`config.mk`:
```
export PLATFORM = sky130hd
export DESIGN_NAME = tccw_cursor
export DESIGN_NICKNAME = d
export VERILOG_FILES = /design/src/rtl/tccw_pkg.sv /design/src/rtl/tccw_cursor.sv
export SDC_FILE = /design/constraint.sdc
export NUM_CORES = 1
export LEC_CHECK = 0
export BUFFER_PORTS_ARGS = -buffer_cell sky130_fd_sc_hd__buf_2
export CAP_MARGIN = 40
export CORE_UTILIZATION = 45
export CTS_CLUSTER_DIAMETER = 50
export DETAILED_ROUTE_END_ITERATION = 8
export PLACE_DENSITY = 0.84
export RECOVER_POWER = 25
export REMOVE_ABC_BUFFERS = 1
export SYNTH_ARGS = -nofsm -noshare
export SYNTH_HDL_FRONTEND = slang
export SYNTH_SLANG_ARGS = --single-unit
```
`constraint.sdc`:
```
create_clock -name clk -period 14.2 [get_ports clk]
set_input_delay 2.84 -clock clk [delete_from_list [all_inputs] [get_ports clk]]
set_output_delay 2.84 -clock clk [all_outputs]
set_load 0.02 [all_outputs]
```
`src/rtl/tccw_pkg.sv`:
```
package tccw_pkg;

  localparam int STORE_ROWS = 256;
  localparam int LINE_COLS  = 128;
  localparam int CELLS      = STORE_ROWS * LINE_COLS;

  localparam int ADDR_W  = $clog2(CELLS);
  localparam int COL_W   = $clog2(LINE_COLS);
  localparam int SROW_W  = $clog2(STORE_ROWS);
  localparam int ROW_W   = 12;
  localparam int GLYPH_W = 8;
  localparam int COLOR_W = 32;
  localparam int CELL_W  = GLYPH_W + COLOR_W;
  localparam int SCR_W   = 10;
  localparam int OUT_COL_W = 7;

  localparam logic [ROW_W-1:0]   ROW_MAX     = 12'd4095;
  localparam logic [SCR_W-1:0]   SCREEN_MIN  = 10'd9;
  localparam logic [SCR_W-1:0]   MARGIN_ROWS = 10'd8;
  localparam logic [SCR_W-1:0]   SCREEN_RST  = 10'd96;
  localparam logic [GLYPH_W-1:0] GLYPH_NL    = 8'd10;
  localparam logic [GLYPH_W-1:0] GLYPH_BS    = 8'd8;
  localparam logic [GLYPH_W-1:0] GLYPH_SPACE = 8'h20;
  localparam logic [GLYPH_W-1:0] GLYPH_EMPTY = 8'd0;

  typedef enum logic [1:0] {
    CMD_PUT   = 2'd0,
    CMD_SET   = 2'd1,
    CMD_CLEAR = 2'd2,
    CMD_READ  = 2'd3
  } cmd_t;

  typedef enum logic [1:0] {
    ST_CLEAR,
    ST_RUN,
    ST_READ
  } state_t;

  typedef struct packed {
    logic [COL_W-1:0] col;
    logic [ROW_W-1:0] row;
    logic [ROW_W-1:0] top;
  } cursor_t;

  typedef struct packed {
    logic              en;
    logic [ADDR_W-1:0] addr;
    logic [CELL_W-1:0] data;   // colour above glyph
  } wr_req_t;

  typedef struct packed {
    logic              hit;
    logic [ADDR_W-1:0] addr;
  } rd_req_t;

endpackage

```
`src/rtl/tccw_cursor.sv`:
```
module tccw_cursor (
  input  logic                            clk,
  input  logic                            rst,
  input  logic                            take,
  input  tccw_pkg::cmd_t                  command,
  input  logic [tccw_pkg::GLYPH_W-1:0]    glyph_in,
  input  logic [tccw_pkg::COLOR_W-1:0]    color_in,
  input  logic [7:0]                      col_in,
  input  logic [tccw_pkg::ROW_W-1:0]      row_in,
  input  logic                            end_of_text,
  input  logic [tccw_pkg::SCR_W-1:0]      screen_rows,
  output tccw_pkg::cursor_t               cur,
  output tccw_pkg::cursor_t               nxt,
  output tccw_pkg::wr_req_t               wr,
  output tccw_pkg::rd_req_t               rd
);
  import tccw_pkg::*;

  logic [COL_W:0]   col_inc;
  logic [ROW_W-1:0] row_inc;
  logic [ROW_W-1:0] wr_row;
  logic [COL_W-1:0] wr_col;
  logic [SCR_W-1:0] sr;
  logic [SCR_W-1:0] visible;
  logic [ROW_W-1:0] top_base;
  logic [ROW_W:0]   srow;

  assign col_inc = {1'b0, cur.col} + (COL_W+1)'(1);
  assign row_inc = (cur.row == ROW_MAX) ? cur.row : cur.row + ROW_W'(1);

  always_comb begin
    nxt      = cur;
    top_base = cur.top;
    wr.en    = 1'b0;
    wr_row   = cur.row;
    wr_col   = cur.col;
    wr.data  = {color_in, glyph_in};
    case (command)
      CMD_PUT: begin
        if (glyph_in == GLYPH_NL) begin
          nxt.col = '0;
          nxt.row = row_inc;
        end else if (glyph_in == GLYPH_BS) begin
          if (cur.col != '0) begin
            nxt.col = cur.col - COL_W'(1);
            wr_col  = cur.col - COL_W'(1);
            wr.data = {color_in, GLYPH_SPACE};
            wr.en   = take && ({1'b0, cur.row} < (ROW_W+1)'(STORE_ROWS));
          end
        end else begin
          wr.en = take && ({1'b0, cur.row} < (ROW_W+1)'(STORE_ROWS));
          if (col_inc >= (COL_W+1)'(LINE_COLS)) begin
            nxt.col = '0;
            nxt.row = row_inc;
          end else begin
            nxt.col = col_inc[COL_W-1:0];
          end
        end
      end
      CMD_SET: begin
        nxt.col = ({1'b0, col_in} >= 9'(LINE_COLS)) ? COL_W'(LINE_COLS - 1)
                                                    : COL_W'(col_in);
        nxt.row = ({1'b0, row_in} >= (ROW_W+1)'(STORE_ROWS)) ? ROW_W'(STORE_ROWS - 1)
                                                              : row_in;
      end
      CMD_CLEAR: begin
        nxt.col  = '0;
        nxt.row  = '0;
        top_base = '0;
        nxt.top  = '0;
      end
      default: ;
    endcase

    // scroll follows the cursor at the end of a run of text
    sr      = (screen_rows < SCREEN_MIN) ? SCREEN_MIN : screen_rows;
    visible = sr - MARGIN_ROWS;
    if (end_of_text && command != CMD_READ) begin
      if (nxt.row >= ROW_W'(visible)) begin
        nxt.top = nxt.row - ROW_W'(visible) + ROW_W'(1);
      end else if (top_base > nxt.row) begin
        nxt.top = '0;
      end
    end

    wr.addr = ADDR_W'(wr_row[SROW_W-1:0]) * ADDR_W'(LINE_COLS) + ADDR_W'(wr_col);
  end

  assign srow    = {1'b0, cur.top} + {1'b0, row_in};
  assign rd.hit  = ({1'b0, col_in} < 9'(LINE_COLS)) && (srow < (ROW_W+1)'(STORE_ROWS));
  assign rd.addr = ADDR_W'(srow[SROW_W-1:0]) * ADDR_W'(LINE_COLS)
                 + ADDR_W'(col_in[COL_W-1:0]);

  always_ff @(posedge clk) begin
    if (rst) begin
      cur <= '0;
    end else if (take) begin
      cur <= nxt;
    end
  end

endmodule

```
==> results.json, run 1 <==
{
  "status": "finished clean",
  "cts_root_buf": "clkbuf_8",
  "dieArea_mm2": 0.0110,
  "diodes": 0,
  "cellPowerDensity_mw_per_mm2": 60.8,
  "drive_above_1_share_pct": 20.3,
  "hold_path.class": "reg2reg",
  "viasPerCell": 6.32,
  "pre_cts_ws_ns": 3.93,
  "finalNetCount": 828,
  "fillers": 1049,
  "post-cts-setup-buffers": 0,
  "syn_to_final_growth_pct": 8.03,
  "synth.distinct_cells": 82,
  "synthArstFlopShare_pct": 0,
  "fin_setup_tns_ns": 0,
  "cap_violations": 0,
  "die_w_um": 105,
  "start_kind": "primary input",
  "synthTopCellsByArea": "ha_1, dfxtp_1, buf_4",
  "grtUsageTotal_pct": 30.1,
  "yosys.area_share.simple_pct": 22.0,
  "dp_hpwl_um": 13300,
  "gp_congestion": 0.933,
  "worst-slew-pin-transition_ns": 0.867,
  "yosysMostFrequentCell": "ha_1",
  "muxShareOfSynthArea_pct": 1.44,
  "cts_resized": 0,
  "worstSkewPairLatency_ns": 0.29,
  "post-route-util_pct": 50.1,
  "clock_path_buffers": 2,
  "ant_nets": 0,
  "crit_path_start": "glyph_in[6]",
  "total_leakage_power_uw": 0.00226,
  "drt_iter0_drc": 460,
  "cts_sinks": 31,
  "first_pass_iters": 5,
  "yosysWarnings": 0,
  "syn_area_mm2": 0.00477,
  "syn_avg_cell_area_um2": 7.68,
  "clock_skew_ns": 0.00932,
  "end_kind": "output port",
  "synth_top_family_by_area": "compound AO/OA/AOI/OAI gates",
  "hold_violations": 0,
  "synth_edf_count": 0,
  "boundaryPins": 210,
  "ys_seq_area_share_pct": 13.0,
  "synth_compound_area_share_pct": 29.3,
  "synth_top_area_cell": "ha_1",
  "die_h_um": 105,
  "slew_headroom_pct": 41.7,
  "synth_top_area_share_pct": 13.6,
  "core_region_area_mm2": 0.0103,
  "io_buffers": 145,
  "start_util_pct": 46.4,
  "via_count": 5250,
  "postLayoutSetupSlackWorst_ns": 3.66,
  "cp.arrival_ns": 7.70,
  "ys_ff_latch": 31,
  "grt_start_max_net_pins": 27,
  "peakVddDrop_v": 0.0000380,
  "slew_viol_final": 0,
  "synth-xor-area-share_pct": 4.41,
  "timing.final.crit_share_pct": 74.2,
  "cts_tree": "built",
  "h-tree-depth": 2,
  "cp_max_fo": 14,
  "fp-row-count": 37,
  "setup_viol": 0,
  "synth_adder_area_share_pct": 16.2,
  "antenna_found_initial": 0,
  "avgRoutedWirePerCell_um": 20.2,
  "path_clk_slew_ns": 0.07,
  "min_period_ns": 10.54,
  "max_freq_ghz": 0.0949,
  "grt_pass1_vias": 4612,
  "required_ns": 11.36,
  "netlist_instances": 621,
  "synthFlopType": "dfxtp_1",
  "drcViolationCount": 0,
  "rsz0062_at_grt": "no",
  "grt.overflow.total": 0,
  "cts_buffers": 5,
  "crit_type": "in2out",
  "routed_wl_um": 16800,
  "grt_pass1_wl_um": 25600,
  "regToRegStartpoint": "wr_row[0]$_SDFFE_PP0P_",
  "hold_start": "cur[0]$_SDFFE_PP0P_",
  "synth_common_cells": "ha_1, buf_4, o21ai_0, nand2_1, nor2_1",
  "cts_hold_buffers": 0,
  "hold_slack_ns": 0.537,
  "p_total_uw": 313
}
==> path summary, 6_finish.rpt <==
path | endpoint | slack (ns) | cells after the start
hold reg to reg | cur[0]$_SDFFE_PP0P_ | 0.54 | 2
hold / removal | cur[0]$_SDFFE_PP0P_ | 0.54 | 2
setup / recovery | nxt[4] | 3.66 | 15
setup reg to reg | cur[11]$_SDFFE_PP0P_ | 9.08 | 13
==> layer usage <==
metal | global-route usage [%] | share of wire, %
met1 | 38.1 | 41
met2 | 46.1 | 44
met3 | 10.5 | 12
met4 | 11.5 | 2.8
met5 | 7.14 | 0.61
==> where the power goes <==
part           internal [µW]  switching (µW)
Sequential              89.9            7.52
Combinational           53.5            92.7
Clock                   34.4            34.8
Total                    178             135
==> layout by cell type (no fill, tap or decap), types with 4 or more instances in the layout <==
cell type,instances
o21ai_0,44
a22o_1,9
a211oi_1,5
dfxtp_1,31
o31ai_1,6
fa_1,6
or4_1,5
ha_1,52
a21oi_1,26
clkbuf_8,5
o32ai_1,5
o21a_1,17
nand3_1,23
buf_2,106
nand4_1,7
and2_1,14
xor2_1,5
xnor2_1,19
or2_2,5
nand2b_1,6
inv_1,22
nand2_1,42
and3_1,8
a21o_1,15
a31oi_1,14
nor2_1,34
nor2b_1,7
nor4_1,7
o221ai_1,8
clkbuf_1,41
o22ai_1,4
nor3_1,17
o2bb2ai_1,4
==> layout make-up <==
class	count	area, µm²	share of cell area [%]
clock inverters	1	5.00	0.0972
flip-flops and latches	31	621	12.1
multi-input cells	483	3480	67.6
inverters	24	90.1	1.75
well taps	136	170	3.30
repair buffers	149	704	13.7
clock buffers	7	76.3	1.48
==> sequential cells by signal, summed over array words and instances (netlist names) <==
| signal | flops |
|---|---|
| cur | 19 |
| wr_row | 12 |
==> stage by stage <==
| step | area (µm²) | instances |
|---|---|---|
| 3_3_place_gp | 5110 | 820 |
| 5_1_grt | 5150 | 831 |
| 4_1_cts | 5210 | 830 |
| 2_1_floorplan | 4210 | 538 |
| 6_report | 5150 | 831 |
| 3_5_place_dp | 5130 | 822 |
==> logic make-up (layout without fill, tap and decap cells) <==
group                    after synthesis  after routing
AO/OA/AOI/OAI                        199            199
AND/OR/NAND/NOR                      197            197
buffers and inverters                107            181
adder cells (fa/ha/maj)               58             58
flip-flops                            31             31
XOR/XNOR                              24             24
multiplexers                           5              5
==> critical path: stages <==
cell and delay [ns]:
buf_2 0.11, or4b_4 0.55, or2_2 0.36, mux2_1 0.52, nand3_1 0.19, xor2_1 0.19, o21ai_0 0.20, ha_1 0.31
fa_1 0.38, a2111oi_0 0.56, o31ai_1 0.22, nand2_1 0.33, and3_1 0.54, a22o_1 0.22, buf_2 0.16
Note: power is estimated with default switching activity, not from simulation.
==> run 2: changes to the inputs <==
==> constraint.sdc (replaced) <==
create_clock -name clk -period 10 [get_ports clk]
set_input_delay 2 -clock clk [delete_from_list [all_inputs] [get_ports clk]]
set_output_delay 2 -clock clk [all_outputs]
set_load 0.02 [all_outputs]
==> results.json, run 2 (synthesized netlist as in run 1, its figures left out) <==
{
  "status": "finished clean",
  "cts_sinks": 31,
  "ant_nets": 0,
  "dp_hpwl_um": 13400,
  "post-route-util_pct": 50.1,
  "dieArea_mm2": 0.0110,
  "clock_skew_ns": 0.00748,
  "die_h_um": 105,
  "finalNetCount": 827,
  "worstSkewPairLatency_ns": 0.29,
  "holdPathEnd": "cur[3]$_SDFFE_PP0P_",
  "critPathSlowestCell": "a2111oi_0",
  "cp.arrival_ns": 6.84,
  "viasPerCell": 6.33,
  "start_util_pct": 46.4,
  "drt-met1-wl_um": 6750,
  "avgRoutedWirePerCell_um": 20.4,
  "placed_cell_area_mm2": 0.00512,
  "pre_cts_ws_ns": 1.34,
  "worst-r2r-cell-count": 14,
  "min_period_ns": 8.84,
  "wl_met3_um": 2150,
  "largest_register_ffs": 19,
  "stdcell_area_mm2": 0.00514,
  "first_pass_iters": 5,
  "diodes": 0,
  "layout_commonest_cell": "buf_2",
  "fp-row-count": 37,
  "cellPowerDensity_mw_per_mm2": 86.4,
  "cts_root_buf": "clkbuf_8",
  "h-tree-depth": 2,
  "postLayoutSetupSlackWorst_ns": 1.16,
  "routed_wl_um": 16900,
  "cp_common_cell": "buf_2",
  "core_region_area_mm2": 0.0103,
  "regToRegStartpoint": "wr_row[0]$_SDFFE_PP0P_",
  "wl_met2_um": 7450,
  "peakVddDrop_v": 0.0000444,
  "hold_start": "cur[3]$_SDFFE_PP0P_",
  "cts_buffers": 5,
  "fin_setup_tns_ns": 0,
  "end_kind": "output port",
  "cp_max_fo": 14,
  "required_ns": 8.00,
  "hold_slack_ns": 0.538,
  "die_w_um": 105,
  "largest-register": "cur",
  "crit_chain": "buf_2 -> or4b_4 -> or2_2 -> mux2_1 -> nand3_1 -> xor2_1 -> o21ai_0 -> ha_1 -> fa_1 -> a2111oi_0 -> o31ai_1 -> nand2_1 -> and3_1 -> a22o_1 -> buf_2",
  "grt.overflow.total": 0,
  "clock_path_buffers": 2,
  "cap_violations": 0,
  "cts_resized": 0,
  "drt_iter0_drc": 423,
  "ff2ff_setup_slack_ns": 5.03,
  "worst_path_largest_cell_delay_ns": 0.56,
  "crit_type": "in2out",
  "gp_congestion": 0.933,
  "slew_headroom_pct": 41.0,
  "grt_pass1_wl_um": 26000,
  "highest_layer": "met5",
  "fillers": 1057,
  "path_clk_slew_ns": 0.07,
  "timing.final.crit_share_pct": 88.4,
  "most-common-layout-cells": "buf_2, ha_1, o21ai_0",
  "via_count": 5258,
  "post-cts-setup-buffers": 0,
  "regToRegEndpoint": "cur[8]$_SDFFE_PP0P_",
  "cts_hold_buffers": 0,
  "grt_pass1_vias": 4731,
  "hold_path.class": "reg2reg",
  "start_kind": "primary input",
  "hold_violations": 0,
  "drcViolationCount": 0,
  "total_leakage_power_uw": 0.00225,
  "antenna_found_initial": 0,
  "max_freq_ghz": 0.113,
  "syn_to_final_growth_pct": 7.93,
  "grtUsageTotal_pct": 30.4,
  "cts_tree": "built",
  "io_buffers": 145,
  "crit_path_start": "glyph_in[2]",
  "boundaryPins": 210,
  "worstHoldPathCells": 2,
  "grt_start_max_net_pins": 27,
  "drive_above_1_share_pct": 20.2,
  "rsz0062_at_grt": "no",
  "setup_viol": 0,
  "slew_viol_final": 0,
  "worst-slew-pin-transition_ns": 0.877
}
run 2: through the flow:
stage          total power (µW)  instances
3_3_place_gp                344        820
5_1_grt                     470        830
4_1_cts                     445        829
3_5_place_dp                345        821
6_report                    445        830
2_1_floorplan               272        538
run 2: area by class of cell:
class / instances / area (µm²) / share of cell area, %
clock buffers: 7 / 76.3 / 1.48
clock inverters: 1 / 5.00 / 0.0973
inverters: 24 / 90.1 / 1.75
multi-input cells: 483 / 3480 / 67.7
flip-flops and latches: 31 / 621 / 12.1
well taps: 136 / 170 / 3.31
repair buffers: 148 / 699 / 13.6
run 2: how the worst max path moves through the flow:
stage | to | cells past startpoint
finish | nxt[4] | 15
global route | nxt[4] | 15
CTS | nxt[4] | 16
detailed placement | nxt[4] | 16
global placement | nxt[11] | 16
floorplan | nxt[11] | 13
run 2: report_power, final:
group | internal [µW] | switching, µW | total (µW) | leakage [µW]
Combinational | 75.9 | 132 | 208 | 0.00196
Sequential | 128 | 10.7 | 138 | 0.000252
Clock | 48.8 | 49.9 | 98.7 | 0.0000422
Total | 252 | 192 | 445 | 0.00225
run 2: worst max-delay path, delay by kind of cell:
kind | cells | cell delay, ns
buf+inv | 2 | 0.28
mux | 1 | 0.52
xor+xnor | 1 | 0.19
simple gates | 5 | 1.95
compound gates | 4 | 1.20
fa+ha+maj | 2 | 0.69
run 2: metal layers:
layer	global-route usage (%)	vias to the layer above
li1	-	2419
met1	38.4	2436
met2	47.1	364
met5	8.10	-
met3	10.7	35
met4	10.1	4
